$ cat src/sv/npc_pkg.sv
package npc_pkg;

  localparam int unsigned ENTRIES_DEFAULT = 256;
  localparam int unsigned CHAN_W = 8;
  localparam int unsigned COLOR_W = 3 * CHAN_W;
  localparam int unsigned IDX_W = 8;
  localparam int unsigned SQ_W = 2 * CHAN_W;
  localparam int unsigned DIST_W = SQ_W + 2;

  typedef enum logic {
    OP_WRITE = 1'b0,
    OP_QUERY = 1'b1
  } opcode_t;

  typedef enum logic [1:0] {
    ST_IDLE,
    ST_SCAN,
    ST_DRAIN,
    ST_DONE
  } state_t;

  // travels alongside one palette entry through the distance pipeline
  typedef struct packed {
    logic             valid;
    logic             last;
    logic [IDX_W-1:0] idx;
  } tag_t;

endpackage

$ cat src/sv/npc_dist.sv
module npc_dist (
  input  logic                        clk,
  input  logic                        rst,
  input  npc_pkg::tag_t               tag_in,
  input  logic [npc_pkg::COLOR_W-1:0] entry,
  input  logic [npc_pkg::CHAN_W-1:0]  q_red,
  input  logic [npc_pkg::CHAN_W-1:0]  q_green,
  input  logic [npc_pkg::CHAN_W-1:0]  q_blue,
  output npc_pkg::tag_t               tag_out,
  output logic [npc_pkg::DIST_W-1:0]  dist_sq
);

  localparam int unsigned CW = npc_pkg::CHAN_W;
  localparam int unsigned SW = npc_pkg::SQ_W;
  localparam int unsigned DW = npc_pkg::DIST_W;

  logic [CW-1:0] er, eg, eb;
  logic [CW-1:0] dr_c, dg_c, db_c;
  logic [CW-1:0] dr, dg, db;
  logic [SW-1:0] sr, sg, sb;
  npc_pkg::tag_t tag1;

  assign er = entry[3*CW-1:2*CW];
  assign eg = entry[2*CW-1:CW];
  assign eb = entry[CW-1:0];

  assign dr_c = (q_red > er) ? q_red - er : er - q_red;
  assign dg_c = (q_green > eg) ? q_green - eg : eg - q_green;
  assign db_c = (q_blue > eb) ? q_blue - eb : eb - q_blue;

  always_ff @(posedge clk) begin
    if (rst) begin
      tag1.valid    <= 1'b0;
      tag_out.valid <= 1'b0;
    end else begin
      tag1.valid    <= tag_in.valid;
      tag_out.valid <= tag1.valid;
    end
    tag1.last    <= tag_in.last;
    tag1.idx     <= tag_in.idx;
    tag_out.last <= tag1.last;
    tag_out.idx  <= tag1.idx;
    dr <= dr_c;
    dg <= dg_c;
    db <= db_c;
    sr <= SW'(dr) * SW'(dr);
    sg <= SW'(dg) * SW'(dg);
    sb <= SW'(db) * SW'(db);
  end

  assign dist_sq = DW'(sr) + DW'(sg) + DW'(sb);

endmodule

$ cat config.mk
export PLATFORM = sky130hd
export DESIGN_NAME = npc_dist
export DESIGN_NICKNAME = d
export VERILOG_FILES = /design/src/sv/npc_pkg.sv /design/src/sv/npc_dist.sv
export SDC_FILE = /design/constraint.sdc
export NUM_CORES = 1
export LEC_CHECK = 0
export BUFFER_PORTS_ARGS = -buffer_cell sky130_fd_sc_hd__buf_2
export CAP_MARGIN = 20
export CORE_MARGIN = 10
export CORE_UTILIZATION = 40
export DETAILED_ROUTE_END_ITERATION = 10
export PLACE_DENSITY = 0.62
export SLEW_MARGIN = 20
export SYNTH_ARGS = -nofsm -noshare
export SYNTH_HDL_FRONTEND = slang
export SYNTH_SLANG_ARGS = --single-unit
$ cat constraint.sdc
create_clock -name clk -period 8 [get_ports clk]
set_input_delay 1.2 -clock clk [delete_from_list [all_inputs] [get_ports clk]]
set_output_delay 1.2 -clock clk [all_outputs]
set_load 0.02 [all_outputs]
==> impl_metrics.py, run 1 <==
metrics = {
    "synthesis": {
        "syn_inst": 1023,
        "synth-seq-cells": 89,
        "yosysWarnings": 0,
        "async_flop_share_pct": 0,
        "synth_edf_count": 0,
        "ys_types": 59,
        "synth_flop_cell": "dfxtp_1",
        "synth.top_cell.area_share_pct": 20.18,
        "yosys-top-cells-area": "fa_1, ha_1, dfxtp_1",
        "synth_area_leader_cell": "fa_1",
        "avgSynthCellArea_um2": 9.404,
        "synth_seq_area_share_pct": 18.52,
        "ys_top_cells_by_count": "inv_1, ha_1, fa_1",
        "synthMostInstantiatedCell": "inv_1",
        "synthesis.area_mm2": 0.009620,
    },
    "worst_setup_path": {
        "startpoint_type": "flop",
        "worstSetupEndpointType": "flop",
        "crit_path_max_fanout": 8,
        "critPathKind": "reg -> reg",
        "worst_ep_required_time_ns": 8.27,
        "arrival_ns": 4.74,
    },
    "sta": {
        "skew_ns": 0.004119,
        "min_period_ns": 4.465,
        "drv_slew": 0,
        "hold_viol": 0,
        "rsz0062_at_grt": "no",
        "min_period_over_period_pct": 55.81,
        "setup_tns_ns": 0,
        "setup_viol": 0,
        "fmax_mhz": 224.0,
    },
    "cts": {
        "cts.repair.resized": 0,
        "cts-buffers-inserted": 9,
        "htree_levels": 3,
        "postCtsSetupBuffers": 0,
        "cts_tree": "yes",
        "cts.path.max_buffers": 2,
        "root_buffer": "clkbuf_16",
        "path_clk_slew_ns": 0.06,
        "cts.sinks": 89,
        "ctsHoldBuffers": 0,
        "worstSkewPairLatency_ns": 0.35,
    },
    "routing": {
        "vias": 6913,
        "drtAntennaViolNets": 0,
        "drt-total-wl_um": 18340,
        "drc": 0,
        "avgRoutedWirePerCell_um": 12.77,
        "avgViaCountPerCell": 4.814,
        "drtIter0Drc": 304,
        "firstDrtPassIters": 6,
    },
    "floorplan": {
        "die_y_um": 175.1,
        "ios": 88,
        "start_util_pct": 40.86,
        "die_area_mm2": 0.03065,
        "die_x_um": 175.1,
        "fp.coreArea_mm2": 0.02354,
        "fp-row-count": 56,
    },
    "grt": {
        "grt_remaining_overflow": 0,
        "grt_max_degree": 17,
        "track_usage_pct": 12.42,
        "grt_first_pass_wirelength_um": 32530,
        "antenna_found_initial": 0,
        "grt_pass1_vias": 7218,
    },
    "job": {
        "cap_violations": 0,
    },
    "layout": {
        "drive_above_1_share_pct": 11.73,
        "register_area_mm2": 0.001782,
        "diodes": 0,
        "multi_input_area_mm2": 0.007091,
        "finalNetCount": 1417,
        "area_growth_pct": 11.90,
        "nFillCells": 2296,
    },
    "placement": {
        "gp_congestion": 0.8538,
        "io_buffers": 87,
        "place_hpwl_um": 15880,
    },
    "outcome": {
        "outcome": "finished, final reports clean",
    },
    "min_path": {
        "holdCritPathClass": "reg -> reg",
    },
}
[final timing paths]
| check | slack, ns | cells past startpoint | from | end |
|---|---|---|---|---|
| setup / recovery | 3.54 | 14 | dr[5]$_DFF_P_ | sr[13]$_DFF_P_ |
| hold / removal | 0.33 | 0 | tag1[6]$_DFF_P_ | tag_out[6]$_DFF_P_ |
| setup reg to reg | 3.54 | 14 | dr[5]$_DFF_P_ | sr[13]$_DFF_P_ |
| hold reg to reg | 0.33 | 0 | tag1[6]$_DFF_P_ | tag_out[6]$_DFF_P_ |
[per-layer routing]
layer  routed length [um]  GRT usage, %  vias to the layer above
met2                 8902         21.75                       85
li1                     -             -                     3493
met3                  633         2.651                       13
met1                 8626         15.39                     3322
met5                    0             0                        -
met4                  174         2.402                        0
[per-stage QoR]
| step | utilization [%] | worst slack (ns) | cells | area, um^2 | hold WS (ns) |
|---|---|---|---|---|---|
| floorplan | - | 3.706 | 1025 | 9628 | 0.3096 |
| global placement | 44.24 | 3.641 | 1420 | 10420 | 0.3100 |
| CTS | 45.73 | 3.511 | 1436 | 10770 | 0.3306 |
| finish | 45.73 | 3.535 | 1436 | 10770 | 0.3273 |
| detailed placement | 44.24 | 3.527 | 1420 | 10420 | 0.3143 |
| global route | 45.73 | 3.270 | 1436 | 10770 | 0.3317 |
[critical path, stage by stage, from the launching register on]
cell,delay [ns]
dfxtp_1,0.46
inv_1,0.15
nor2_1,0.22
fa_1,0.47
fa_1,0.54
inv_1,0.06
fa_1,0.51
fa_1,0.54
inv_1,0.04
ha_1,0.29
o21a_1,0.15
a2111o_1,0.43
a31o_2,0.25
a21oi_2,0.14
xnor2_1,0.13
[logic make-up (layout without fill, tap and decap cells)]
| family | count (synthesis) | after routing | share of synthesized area (%) |
|---|---|---|---|
| adder cells (fa/ha/maj) | 245 | 245 | 39.43 |
| XOR/XNOR | 79 | 79 | 7.192 |
| multiplexers | 24 | 24 | 2.497 |
| flip-flops | 89 | 89 | 18.52 |
| other | 1 | 3 | 0.03898 |
| AO/OA/AOI/OAI | 169 | 169 | 12.41 |
| AND/OR/NAND/NOR | 216 | 216 | 12.06 |
| buffers and inverters | 200 | 292 | 7.855 |
[sequential cells by signal, indices dropped and copies added (netlist names)]
signal,cells
sg,15
tag1,10
sb,15
tag_out,10
dr,8
db,8
dg,8
sr,15
[cells in the final DEF (no fill, tap or decap), types with 6 or more instances in the layout]
| cell type | n |
|---|---|
| nand2b_1 | 14 |
| nor2_1 | 37 |
| xnor2_1 | 49 |
| dfxtp_1 | 89 |
| a211oi_1 | 13 |
| a21o_1 | 16 |
| a21oi_1 | 46 |
| mux2i_1 | 24 |
| o21ai_0 | 26 |
| and2_1 | 70 |
| nor3_1 | 6 |
| nand2_1 | 37 |
| buf_2 | 87 |
| nor2b_1 | 20 |
| ha_1 | 148 |
| xor2_1 | 30 |
| or2_2 | 8 |
| and3_1 | 7 |
| o21bai_1 | 7 |
| inv_1 | 189 |
| nand4_1 | 6 |
| clkbuf_16 | 9 |
| nand3_1 | 6 |
| fa_1 | 97 |
[cell type report]
type                    count  area share (%)
clock buffers               9           2.092
clock inverters             7           1.151
well taps                 319           3.708
flip-flops and latches     89           16.55
repair buffers             87           4.045
inverters                 189           6.590
multi-input cells         736           65.86
Power of run 1 is left out: the tool's default activity adds up to more than one toggle a clock period on the data nets, which glitch-free logic cannot reach.
==> run 2: changes to the inputs <==
--- a/config.mk
+++ b/config.mk
@@ -5,12 +5,13 @@
 export SDC_FILE = /design/constraint.sdc
 export NUM_CORES = 1
 export LEC_CHECK = 0
+export ABC_AREA = 1
 export BUFFER_PORTS_ARGS = -buffer_cell sky130_fd_sc_hd__buf_2
 export CAP_MARGIN = 20
 export CORE_MARGIN = 10
 export CORE_UTILIZATION = 40
 export DETAILED_ROUTE_END_ITERATION = 10
-export PLACE_DENSITY = 0.62
+export PLACE_DENSITY = 0.64
 export SLEW_MARGIN = 20
 export SYNTH_ARGS = -nofsm -noshare
 export SYNTH_HDL_FRONTEND = slang
==> constraint.sdc (replaced) <==
create_clock -name clk -period 3.85 [get_ports clk]
set_input_delay 0.5775 -clock clk [delete_from_list [all_inputs] [get_ports clk]]
set_output_delay 0.5775 -clock clk [all_outputs]
set_load 0.02 [all_outputs]
==> run 2 against run 1 <==
Net effect: synthesized area rose by 13%; register-to-register slack got worse by 3.3 ns; global-route usage is 0.62 points higher; cell count up 39%; cell area is 14% higher; die area rose by 12%; critical endpoint is now sb[15]$_DFF_P_.
==> impl_metrics.py, run 2 <==
metrics = {
    "routing": {
        "drtIter0Drc": 367,
        "vias": 8982,
        "drtAntennaViolNets": 0,
        "firstDrtPassIters": 5,
        "drc": 0,
        "avgRoutedWirePerCell_um": 10.97,
        "drt-total-wl_um": 21850,
        "avgViaCountPerCell": 4.509,
    },
    "job": {
        "cap_violations": 0,
    },
    "grt": {
        "grt_first_pass_wirelength_um": 37730,
        "grt_pass1_vias": 8731,
        "grt_max_degree": 16,
        "antenna_found_initial": 0,
        "track_usage_pct": 13.04,
        "grt_remaining_overflow": 0,
    },
    "synthesis": {
        "yosysWarnings": 0,
        "ys_top_cells_by_count": "nand2_1, inv_1, ha_1",
        "async_flop_share_pct": 0,
        "synth.top_cell.area_share_pct": 17.79,
        "synthesis.area_mm2": 0.01091,
        "yosys-top-cells-area": "fa_1, ha_1, dfxtp_1",
        "avgSynthCellArea_um2": 7.010,
        "syn_inst": 1557,
        "synth_area_leader_cell": "fa_1",
        "ys_types": 29,
        "synth-seq-cells": 89,
        "synth_flop_cell": "dfxtp_1",
        "synthMostInstantiatedCell": "nand2_1",
        "synth_edf_count": 0,
        "synth_seq_area_share_pct": 16.32,
    },
    "cts": {
        "worstSkewPairLatency_ns": 0.35,
        "cts.sinks": 89,
        "cts_tree": "yes",
        "path_clk_slew_ns": 0.07,
        "ctsHoldBuffers": 0,
        "cts-buffers-inserted": 9,
        "htree_levels": 3,
        "cts.path.max_buffers": 2,
        "root_buffer": "clkbuf_16",
    },
    "worst_setup_path": {
        "max_stage_delay_ns": 0.61,
        "critPathKind": "reg -> reg",
        "crit_chain": "nand2_1 > inv_1 > fa_2 > fa_1 > fa_1 > inv_1 > fa_1 > inv_1 > ha_4 > nand2_2 > inv_1 > nand2_1 > nand2_1 > nand2_1 > nand3_1 > nand2_1 > nand2_1",
        "arrival_ns": 3.91,
        "critPathBufInv": 4,
        "worst_ep_required_time_ns": 4.09,
        "crit_family": "adder cells",
        "crit_path_max_fanout": 6,
        "worstSetupEndpointType": "flop",
        "startpoint_type": "flop",
        "cp_slowest_cell": "fa_2",
        "cpMostUsedCell": "nand2_1",
    },
    "floorplan": {
        "die_area_mm2": 0.03429,
        "die_x_um": 185.2,
        "start_util_pct": 40.61,
        "die_y_um": 185.2,
        "ios": 88,
        "fp-row-count": 60,
        "fp.coreArea_mm2": 0.02688,
    },
    "outcome": {
        "outcome": "finished, final reports clean",
    },
    "placement": {
        "io_buffers": 87,
        "gp_congestion": 0.8537,
        "place_hpwl_um": 19000,
    },
    "min_path": {
        "holdCritPathClass": "in -> reg",
    },
    "layout": {
        "area_growth_pct": 12.06,
        "drive_above_1_share_pct": 11.08,
        "finalNetCount": 1951,
        "reg_top3": "sb (15), sg (15), sr (15)",
        "diodes": 0,
        "layout_commonest_cell": "nand2_1",
        "final_cell_mix": "nand2_1, inv_1, ha_1, fa_1, buf_2",
        "fin_util_pct": 45.51,
    },
    "sta": {
        "holdWs_ns": 0.3248,
        "fmax_mhz": 273.0,
        "min_period_ns": 3.664,
        "skew_ns": 0.007290,
        "drv_slew": 0,
        "hold_viol": 0,
        "setup_viol": 0,
        "min_period_over_period_pct": 95.16,
    },
}
==> run 2: cell count changes after synthesis, sizes merged, moves of 14 or more <==
cell / delta
nor2: +42
inv: +203
xnor2: -29
nand2: +410
and2: -71
mux2i: -23
nand2b: -14
a21o: -16
nor2b: -20
nand3: +75
nand4: +17
xor2: +16
==> run 2: final timing paths <==
| path | start | to | slack (ns) | depth (start not counted) |
|---|---|---|---|---|
| setup / recovery | db[5]$_DFF_P_ | sb[15]$_DFF_P_ | 0.19 | 17 |
| setup reg to reg | db[5]$_DFF_P_ | sb[15]$_DFF_P_ | 0.19 | 17 |
| hold / removal | tag_in[0] | tag1[0]$_DFF_P_ | 0.32 | 1 |
| hold reg to reg | tag1[4]$_DFF_P_ | tag_out[4]$_DFF_P_ | 0.33 | 0 |
==> run 2: kinds of logic after synthesis <==
logic type               share of synthesized area [%]
other                                          0.03436
multiplexers                                   0.09172
adder cells (fa/ha/maj)                          34.76
XOR/XNOR                                         5.296
buffers and inverters                            15.16
AO/OA/AOI/OAI                                    4.081
flip-flops                                       16.32
AND/OR/NAND/NOR                                  24.26
==> run 2: worst register-to-register path: cells and delay by family, from the launching register on <==
kind	cells	cell delay, ns
adder cells (fa/ha/maj)	5	2.39
buffers and inverters	4	0.21
flip-flops	1	0.37
AND/OR/NAND/NOR	8	0.59
==> run 2: repair_timing <==
item / in CTS / in global routing
endpoints found under the hold margin: 0 / 0
pin swaps: 0 / 2
setup buffers: 0 / 0
resized for setup: 2 / 53
setup endpoints to repair: 5 / 22
==> run 2: layout make-up <==
type,instances,area (um^2)
repair buffers,110,611.8
clock buffers,11,242.7
flip-flops and latches,89,1824
inverters,392,1471
fillers,2718,14650
multi-input cells,1044,7615
clock inverters,5,38.79
well taps,341,426.7
==> run 2: stage by stage <==
stage                     instance area (um^2)  setup WS, ns  setup TNS (ns)  cells
final                                    12230        0.1863               0   1992
after global routing                     12230      -0.02355        -0.02355   1992
after CTS                                12060      0.001136               0   1992
after detailed placement                 11770      -0.03334        -0.03334   1976
after global placement                   11770    -0.0001492      -0.0001492   1976
after floorplan                          10920       0.07227               0   1559
==> run 2: per-layer routing <==
| layer | track usage (%) | vias up | share of wire, % |
|---|---|---|---|
| met2 | 22.65 | 114 | 47 |
| met3 | 1.724 | 15 | 3.2 |
| li1 | - | 4806 | - |
| met1 | 16.73 | 4047 | 49 |
| met5 | 0 | - | 0 |
| met4 | 2.991 | 0 | 1.0 |
Power of run 2 is left out for the same reason.
